==> src/rtl/core/tdp_pkg.sv <==
// Package for the trial division primality core.
// Holds widths and the command and status structs shared by controller and datapath.
// No dependencies.
`timescale 1ns / 1ps

package tdp_pkg;

	localparam int VALUE_WIDTH = 32;
	localparam int DIV_W       = (VALUE_WIDTH + 1) / 2 + 1;
	localparam int CNT_W       = $clog2(VALUE_WIDTH);

	typedef struct packed {
		logic load;
		logic div_start;
		logic div_step;
		logic next_div;
	} tdp_cmd_t;

	typedef struct packed {
		logic trivial;
		logic trivial_prime;
		logic sq_gt_n;
		logic last_bit;
		logic rem_zero;
	} tdp_stat_t;

endpackage

==> src/rtl/core/tdp_datapath.sv <==
// Datapath: candidate, divisor, divisor square and a restoring remainder unit.
// Depends on tdp_pkg.
`timescale 1ns / 1ps

module tdp_datapath import tdp_pkg::*; (
	input  logic                   clk,
	input  logic                   arst_n,
	input  logic [VALUE_WIDTH-1:0] candidate,
	input  tdp_cmd_t               cmd,
	output tdp_stat_t              stat
);

	logic [VALUE_WIDTH-1:0] n_q;
	logic [VALUE_WIDTH-1:0] sq_q;
	logic [VALUE_WIDTH-1:0] sh_q;
	logic [DIV_W-1:0]       d_q;
	logic [DIV_W-1:0]       rem_q;
	logic [CNT_W-1:0]       cnt_q;
	logic [DIV_W:0]         trial;
	logic [DIV_W:0]         diff;
	logic [VALUE_WIDTH-1:0] sq_inc;

	assign trial  = {rem_q, sh_q[VALUE_WIDTH-1]};
	assign diff   = trial - {1'b0, d_q};
	assign sq_inc = {{(VALUE_WIDTH-DIV_W){1'b0}}, d_q} << 2;

	always_ff @(posedge clk or negedge arst_n) begin
		if (!arst_n) begin
			cnt_q <= '0;
		end else if (cmd.div_start) begin
			cnt_q <= CNT_W'(VALUE_WIDTH - 1);
		end else if (cmd.div_step && cnt_q != '0) begin
			cnt_q <= cnt_q - 1'b1;
		end
	end

	always_ff @(posedge clk) begin
		if (cmd.load) begin
			n_q  <= candidate;
			d_q  <= DIV_W'(3);
			sq_q <= VALUE_WIDTH'(9);
		end else if (cmd.next_div) begin
			d_q  <= d_q + DIV_W'(2);
			sq_q <= sq_q + sq_inc + VALUE_WIDTH'(4);
		end
		if (cmd.div_start) begin
			sh_q  <= n_q;
			rem_q <= '0;
		end else if (cmd.div_step) begin
			sh_q <= {sh_q[VALUE_WIDTH-2:0], 1'b0};
			if (!diff[DIV_W]) begin
				rem_q <= diff[DIV_W-1:0];
			end else begin
				rem_q <= trial[DIV_W-1:0];
			end
		end
	end

	always_comb begin
		stat.trivial       = n_q[VALUE_WIDTH-1] || n_q < VALUE_WIDTH'(4) || !n_q[0];
		stat.trivial_prime = !n_q[VALUE_WIDTH-1] && n_q >= VALUE_WIDTH'(2)
			&& n_q < VALUE_WIDTH'(4);
		stat.sq_gt_n       = sq_q > n_q;
		stat.last_bit      = cnt_q == '0;
		stat.rem_zero      = rem_q == '0;
	end

endmodule

==> src/rtl/core/tdp_ctrl.sv <==
// Controller: sequences trivial checks, divisor trials and the result strobe.
// Depends on tdp_pkg.
`timescale 1ns / 1ps

module tdp_ctrl import tdp_pkg::*; (
	input  logic      clk,
	input  logic      arst_n,
	input  logic      start,
	input  tdp_stat_t stat,
	output tdp_cmd_t  cmd,
	output logic      busy,
	output logic      done,
	output logic      prime_flag
);

	localparam logic [1:0] S_IDLE  = 2'd0;
	localparam logic [1:0] S_CHECK = 2'd1;
	localparam logic [1:0] S_DIV   = 2'd2;
	localparam logic [1:0] S_EVAL  = 2'd3;

	logic [1:0] state_q;
	logic [1:0] state_d;
	logic       done_q;
	logic       done_d;
	logic       flag_q;
	logic       flag_d;

	always_comb begin
		state_d = state_q;
		done_d  = 1'b0;
		flag_d  = flag_q;
		cmd     = '0;
		case (state_q)
			S_IDLE: begin
				if (start) begin
					cmd.load = 1'b1;
					state_d  = S_CHECK;
				end
			end
			S_CHECK: begin
				if (stat.trivial) begin
					flag_d  = stat.trivial_prime;
					done_d  = 1'b1;
					state_d = S_IDLE;
				end else if (stat.sq_gt_n) begin
					flag_d  = 1'b1;
					done_d  = 1'b1;
					state_d = S_IDLE;
				end else begin
					cmd.div_start = 1'b1;
					state_d       = S_DIV;
				end
			end
			S_DIV: begin
				cmd.div_step = 1'b1;
				if (stat.last_bit) begin
					state_d = S_EVAL;
				end
			end
			S_EVAL: begin
				if (stat.rem_zero) begin
					flag_d  = 1'b0;
					done_d  = 1'b1;
					state_d = S_IDLE;
				end else begin
					cmd.next_div = 1'b1;
					state_d      = S_CHECK;
				end
			end
			default: begin
				state_d = S_IDLE;
			end
		endcase
	end

	always_ff @(posedge clk or negedge arst_n) begin
		if (!arst_n) begin
			state_q <= S_IDLE;
			done_q  <= 1'b0;
		end else begin
			state_q <= state_d;
			done_q  <= done_d;
		end
	end

	always_ff @(posedge clk) begin
		flag_q <= flag_d;
	end

	assign busy       = state_q != S_IDLE;
	assign done       = done_q;
	assign prime_flag = flag_q;

endmodule

==> src/rtl/core/trial_division_primality_core.sv <==
// Trial division primality core. Negative, small or even values are settled by the trivial
// check; otherwise odd divisors 3, 5, ... are tried while d*d <= n, each by the bit-serial
// remainder loop, stopping when a divisor hits. One transfer at a time; busy holds until done.
// Reset clears the controller to idle with no result pending.
// The receiver cannot stall: done is a one-cycle strobe.
`timescale 1ns / 1ps

module trial_division_primality_core import tdp_pkg::*; (
	input  logic                   clk,
	input  logic                   arst_n,
	input  logic                   start,
	output logic                   busy,
	input  logic [VALUE_WIDTH-1:0] candidate,
	output logic                   done,
	output logic                   prime_flag
);

	tdp_cmd_t  cmd;
	tdp_stat_t stat;

	tdp_ctrl u_ctrl (
		.clk        (clk),
		.arst_n     (arst_n),
		.start      (start),
		.stat       (stat),
		.cmd        (cmd),
		.busy       (busy),
		.done       (done),
		.prime_flag (prime_flag)
	);

	tdp_datapath u_dp (
		.clk       (clk),
		.arst_n    (arst_n),
		.candidate (candidate),
		.cmd       (cmd),
		.stat      (stat)
	);

endmodule

==> config.mk <==
export PLATFORM = sky130hd
export DESIGN_NAME = trial_division_primality_core
export DESIGN_NICKNAME = d
export VERILOG_FILES = /design/src/rtl/core/tdp_pkg.sv /design/src/rtl/core/tdp_datapath.sv /design/src/rtl/core/tdp_ctrl.sv /design/src/rtl/core/trial_division_primality_core.sv
export SDC_FILE = /design/constraint.sdc
export NUM_CORES = 1
export LEC_CHECK = 0
export BUFFER_PORTS_ARGS = -buffer_cell sky130_fd_sc_hd__buf_4
export CORE_UTILIZATION = 56
export CTS_BUF_LIST = sky130_fd_sc_hd__clkbuf_16
export CTS_CLUSTER_SIZE = 14
export DETAILED_ROUTE_END_ITERATION = 8
export PLACE_DENSITY_LB_ADDON = 0.25
export SLEW_MARGIN = 30
export SYNTH_ARGS = -nofsm -noshare
export SYNTH_HDL_FRONTEND = slang
export SYNTH_SLANG_ARGS = --single-unit
export TNS_END_PERCENT = 20
==> constraint.sdc <==
create_clock -name clk -period 3.29 [get_ports clk]
set_clock_uncertainty 0.05 [all_clocks]
set_input_delay 0.658 -clock clk [delete_from_list [all_inputs] [get_ports clk]]
set_output_delay 0.658 -clock clk [all_outputs]
set_load 0.01 [all_outputs]
==> Yosys cells after proc, flatten, opt, wreduce, memory -nomap -nowiden <==
Index checks and enable logic that the tools add are counted.
{ "totals": {"register_bits": 139, "latch_bits": 0, "mem_bits_rw": 0, "romBits": 0, "in_bits": 35, "output_inout_bits": 3, "wordCells": 68, "n_memories": 0} }
{ "op_classes": {"addsub": 5, "mul": 0, "n_div": 0, "order_cmp": 3, "eq_ne": 7, "n_shift": 0, "n_mux": 27, "n_bitwise": 0, "reduce_logical": 17} }
{ "ops": {"columns": ["cell", "count"], "rows": [
  ["$mux W32", 2],
  ["$add A32 B19 Y32", 1],
  ["$add A32 B3 Y32 const B", 1],
  ["$ge A32 B2 Y1 const B", 1],
  ["$gt A32 B32 Y1", 1],
  ["$lt A32 B3 Y1 const B", 1],
  ["$sub A18 B17 Y18", 1],
  ["$add A17 B2 Y17 const B", 1],
  ["$logic_not A17 Y1", 1],
  ["$mux W17", 1],
  ["$mux W1", 15],
  ["$mux W5", 2],
  ["$mux W2", 4],
  ["$pmux W2 S4", 1],
  ["$reduce_bool A2 Y1", 4],
  ["$ne A2 B2 Y1 const B", 3],
  ["$logic_not A5 Y1", 1],
  ["$reduce_bool A5 Y1", 1],
  ["$sub A5 B1 Y5 const B", 1],
  ["$eq A2 B2 Y1 const B", 2],
  ["$pmux W1 S2", 2],
  ["$logic_and A1 B1 Y1", 3],
  ["$ne A3 B3 Y1 const B", 1],
  ["$reduce_and A3 Y1", 1],
  ["5 further kinds", 7]
]} }

==> Depth between registers and ports, before layout <==
{ "depth": {"word_depth": 6, "depth_mapped": 14, "depth_no_buf": 14} }

==> By module <==
Synthesis repeated with hierarchy kept, for this count alone.
{ "hier_totals": {"hier_cells": 821, "hier_area_um2": 8280.4} }
{ "modules_own_cells": {"columns": ["mod", "instances", "cells_each", "area_per_inst_um2", "seq_area_each_um2"], "rows": [
  ["tdp_datapath", 1, 801, 8049.0, 3288.2],
  ["tdp_ctrl", 1, 20, 231.5, 105.1]
]} }

==> Worst setup path after synthesis <==
No wires, ideal clock.
{ "synth_path": {"kind": "reg-to-reg", "start": "reg u_dp.n_q[30]", "end": "reg u_dp.sh_q[0] (enable)", "setup_time_ps": 389, "arrival_ps": 2899, "required_ps": 2851, "setup_slack_ps": -48, "stages_incl_launch_ff": 11, "n_path_buf": 2, "synth_period_minus_slack_ps": 3338, "path_cell_list": "edfxtp_1 -> inv_1 -> ha_1 -> a21oi_1 -> nand2_1 -> a221o_1 -> a211o_1 -> o41a_1 -> buf_2 -> clkbuf_1 -> nand2_1"} }
{ "synth_via": {"elab_chain_cells": 6, "elab_cells_between_ends": 8, "classes_between": "order compare: 2; mux: 3; reduce/logical: 3"} }
{ "synth_rtl": {"columns": ["item", "line", "source"], "rows": [
  ["from (decl)", "tdp_datapath.sv:13", "logic [VALUE_WIDTH-1:0] n_q;"],
  ["from (signal assigned)", "tdp_datapath.sv:39", "n_q <= candidate;"],
  ["$lt A32 B3 Y1", "tdp_datapath.sv:60", "stat.trivial = n_q[VALUE_WIDTH-1] || n_q < VALUE_WIDTH'(4) || !n_q[0];"],
  ["$logic_or A1 B1 Y1 (2 in a row)", "tdp_datapath.sv:60", null],
  ["$mux W1 (*)", "tdp_ctrl.sv:41", "if (stat.trivial) begin"],
  ["$mux W1 (*)", "tdp_ctrl.sv:33", "case (state_q)"],
  ["$reduce_bool A2 Y1 (no source line) (*)", null, null],
  ["to (signal assigned)", "tdp_datapath.sv:47", "sh_q <= n_q;"],
  ["to (signal assigned)", "tdp_datapath.sv:50", "sh_q <= {sh_q[VALUE_WIDTH-2:0], 1'b0};"],
  ["to (decl)", "tdp_datapath.sv:15", "logic [VALUE_WIDTH-1:0] sh_q;"]
]} }
Every way passes the cells marked *; elsewhere a longest branch is shown, timed or not.
A chain may end at the register's enable or synchronous reset.

==> Final worst setup path <==
{ "layout_path": {"start": "reg u_dp.n_q[23]", "end": "reg u_dp.sh_q[24], data pin"} }
{ "layout_via": {"elab_chain_cells": 6, "elab_cells_between_ends": 8, "classes_between": "order compare: 2; mux: 4; reduce/logical: 2"} }
{ "layout_rtl": {"columns": ["item", "line", "source"], "rows": [
  ["$lt A32 B3 Y1", "tdp_datapath.sv:60", null],
  ["$logic_or A1 B1 Y1 (2 in a row)", "tdp_datapath.sv:60", null],
  ["$mux W1 (*)", "tdp_ctrl.sv:41", null],
  ["$mux W1 (*)", "tdp_ctrl.sv:33", null],
  ["$mux W32 (*)", "tdp_datapath.sv:46", "if (cmd.div_start) begin"]
]} }
Marked as above.

==> metrics.txt <==
status finished clean; CP max stage delay 430 ps; Max Slew Vio Count 0; largest net degree at the start of global routing 49; VDD IR max 0.519 mV; antenna viol nets, final 0; yosys warns 0; GRT Total Usage 0.263; register area share after synthesis 0.427; Final Setup Violations 0; CP cell instances inv_1 > ha_1 > nand4_1 > nor4_1 > nand4bb_1 > or4_1 > o41a_2 > buf_6 > nand2_1 > o21ai_0; CP Buf/Inv Count 2; Mapped Area 7960 sq um; num ports 38; initial antenna violation count 0; required time of the worst setup path 3390 ps; final wirelength 18.3 mm; Final Hold Fails 0; fin cells 1,081; Antenna Cells 0; Site Rows 43; DR DRC count 0; number of vias per cell 5.95; clk buf depth 2; syn_area_per_cell 9.47 sq um; Tcrit/Tclk final 0.936; PortBufs 37; Vias 6,428; Peak Freq 0.325 GHz; RePlAce Congestion 0.926; CTS tree built; PwrDens 802 nW/um^2; Max Cap Violations 0; simple-gate share of the synthesized area 0.166; Synth async-reset ratio 0.0593; Syn Nets 957; largest family of logic cells by synthesized area simple AND/OR/NAND/NOR gates; main flop type after synthesis edfxtp_1; vias in the first global route 6,152; commonest non-fill, non-tap cell in the layout nand2_1; initial cell density of the core 0.573; Hold WC Path Type in2reg; WL per Instance 17.0 um; worst-path maximum fanout 48; min Tclk post-route 3080 ps; CP Launch Type flip-flop; EDFF count, synth 65; final HPWL from detailed placement 13.6 mm; clk root buf clkbuf_16; leak pwr 0.00391 uW; Cells after Synth 840; flops & latches, synth 135; Worst slew margin 0.533; dpl ws 110 ps; Num CTS Buffers 17; first-pass GRT wire length 29.6 mm; Area Overhead vs Synth 14.2%; Synth Area in Adders 0.131; Compound-Gate Fraction of Synth Area 0.150; Placed Cells 1,047; critical path capture point type flip-flop; Worst path slowest cell nor4_1; mux share of post-synthesis cell area 0.0293; commonest non-fill, non-tap cells in the layout 97 x nand2_1, 80 x ha_1, 66 x inv_1; synth unique cells 71; Die Wd 121 um; fin util 0.654; DIE HEIGHT 121 um; total gr overflow 0; CP top delay family simple AND/OR/NAND/NOR gates; XOR/XNOR Fraction of Synth Area 0.0497; Arrival @ worst endpoint 3180 ps; Final Worst Setup Slack 211 ps; worst slew pin tran 697 ps; Clock transition at path regs 60 ps; Final Power 7280 uW; nets 1,005; DR iter-0 viols 418; H-tree Lvls 4; CP Class reg2reg; layout cell share with drive strength beyond 1 0.132; clock latency on the worst-skew pair 430 ps; core box area 13,900 sq um; DRT Pass-1 Iters 5; die area 14,700 sq um; clock tree sinks 135
[sequential cells by signal, summed over array words and instances, names as in the netlist]
register,cells
u_dp.n_q,32
u_ctrl.prime_flag,1
u_dp.cnt_q,5
u_dp.d_q,16
u_ctrl.state_q,2
u_dp.rem_q,17
u_ctrl.done,1
u_dp.sq_q,29
u_dp.sh_q,32
[layer usage]
layer	wire length, um	track usage
met3	1170	0.0705
met2	8910	0.438
met4	378	0.110
met1	7890	0.319
met5	0	0
[synth_stat cells, drive strengths merged (2+ instances only)]
cell / instances / area, sq um
and2: 5 / 31.3
o221a: 2 / 22.5
or3: 2 / 12.5
a211oi: 8 / 60.1
a21oi: 49 / 249
ha: 80 / 1000
nor4: 16 / 100
a31o: 2 / 17.5
and3: 8 / 51.3
o21bai: 4 / 30.0
mux2: 2 / 22.5
buf: 8 / 58.8
and4: 4 / 35.0
nand2b: 8 / 50.1
a31oi: 4 / 25.0
edfxtp: 65 / 1950
o2111ai: 2 / 23.8
a221o: 2 / 20.0
nor3: 17 / 85.1
o211ai: 4 / 30.0
clkbuf: 16 / 70.1
nand2: 99 / 374
o311ai: 4 / 35.0
xnor2: 33 / 289
dfrtp: 8 / 200
inv: 66 / 248
o21ai: 76 / 410
o41ai: 2 / 17.5
dfxtp: 62 / 1240
or4: 2 / 15.0
or3b: 2 / 17.5
fa: 2 / 40.0
nand4: 12 / 75.1
mux2i: 21 / 210
a21o: 11 / 83.8
or2: 3 / 18.8
a311oi: 2 / 17.5
xor2: 10 / 106
a21boi: 2 / 15.0
nor2: 50 / 188
nand3: 43 / 220
o31ai: 3 / 22.5
o41a: 2 / 22.5
o21a: 5 / 37.5
[cell families after synthesis]
| kind of cell | after synthesis |
|---|---|
| AO/OA/AOI/OAI | 190 |
| flip-flops | 135 |
| XOR/XNOR | 43 |
| AND/OR/NAND/NOR | 276 |
| buffers and inverters | 91 |
| multiplexers | 23 |
| adder cells (fa/ha/maj) | 82 |
[power breakdown]
group / leakage [uW] / switching [uW] / internal, uW
combinational: 0.00244 / 1700 / 1200
clock: 0.000271 / 723 / 1100
sequential: 0.00120 / 271 / 2280
total: 0.00391 / 2700 / 4580
[worst reg2reg max path: cells and delay by family (launching register included)]
kind / cells / cell delay [ps]
and+or+nand+nor: 5 / 1340
DFF: 1 / 370
AOI/OAI and AO/OA: 2 / 370
buffers and inverters: 2 / 350
adders and majority gates: 1 / 320
[area by class of cell]
cell class / count / area [sq um]
clock inverter: 15 / 139
inverter: 67 / 251
clock buffer: 17 / 425
multi-input combinational: 614 / 4220
timing repair buffer: 53 / 429
sequential: 135 / 3390
tap: 180 / 225
fill: 1107 / 4800
[what timing repair did]
item                       in CTS  in global routing
resized for setup               0                  9
hold endpoints to repair        8                  0
buffers inserted                0                  1
hold buffers                    1                  0
setup endpoints to repair       0                  8
[worst paths after layout]
| check | startpoint | end | slack (ps) | depth (start not counted) |
|---|---|---|---|---|
| worst max-delay path | u_dp.n_q[23] | u_dp.sh_q[24] | 210 | 10 |
| worst min-delay path | candidate[23] | u_dp.n_q[23] | 360 | 1 |
| worst max register to register | u_dp.n_q[23] | u_dp.sh_q[24] | 210 | 10 |
| worst min register to register | u_dp.sq_q[19] | u_dp.sq_q[19] | 440 | 2 |
| max in group asynchronous | arst_n | u_dp.cnt_q[3] | 2530 | 2 |
| min in group asynchronous | arst_n | u_dp.cnt_q[4] | 540 | 2 |
[through the flow]
| stage | cell area [sq um] | TNS (ps) | hold slack, ps |
|---|---|---|---|
| 2_1_floorplan | 7960 | 0 | 312 |
| 3_3_place_gp | 8470 | 0 | 422 |
| 3_5_place_dp | 8470 | 0 | 432 |
| 4_1_cts | 9050 | 0 | 344 |
| 5_1_grt | 9080 | -12.7 | 339 |
| 6_report | 9080 | 0 | 357 |
No activity file was read; power rests on OpenSTA's default activity.
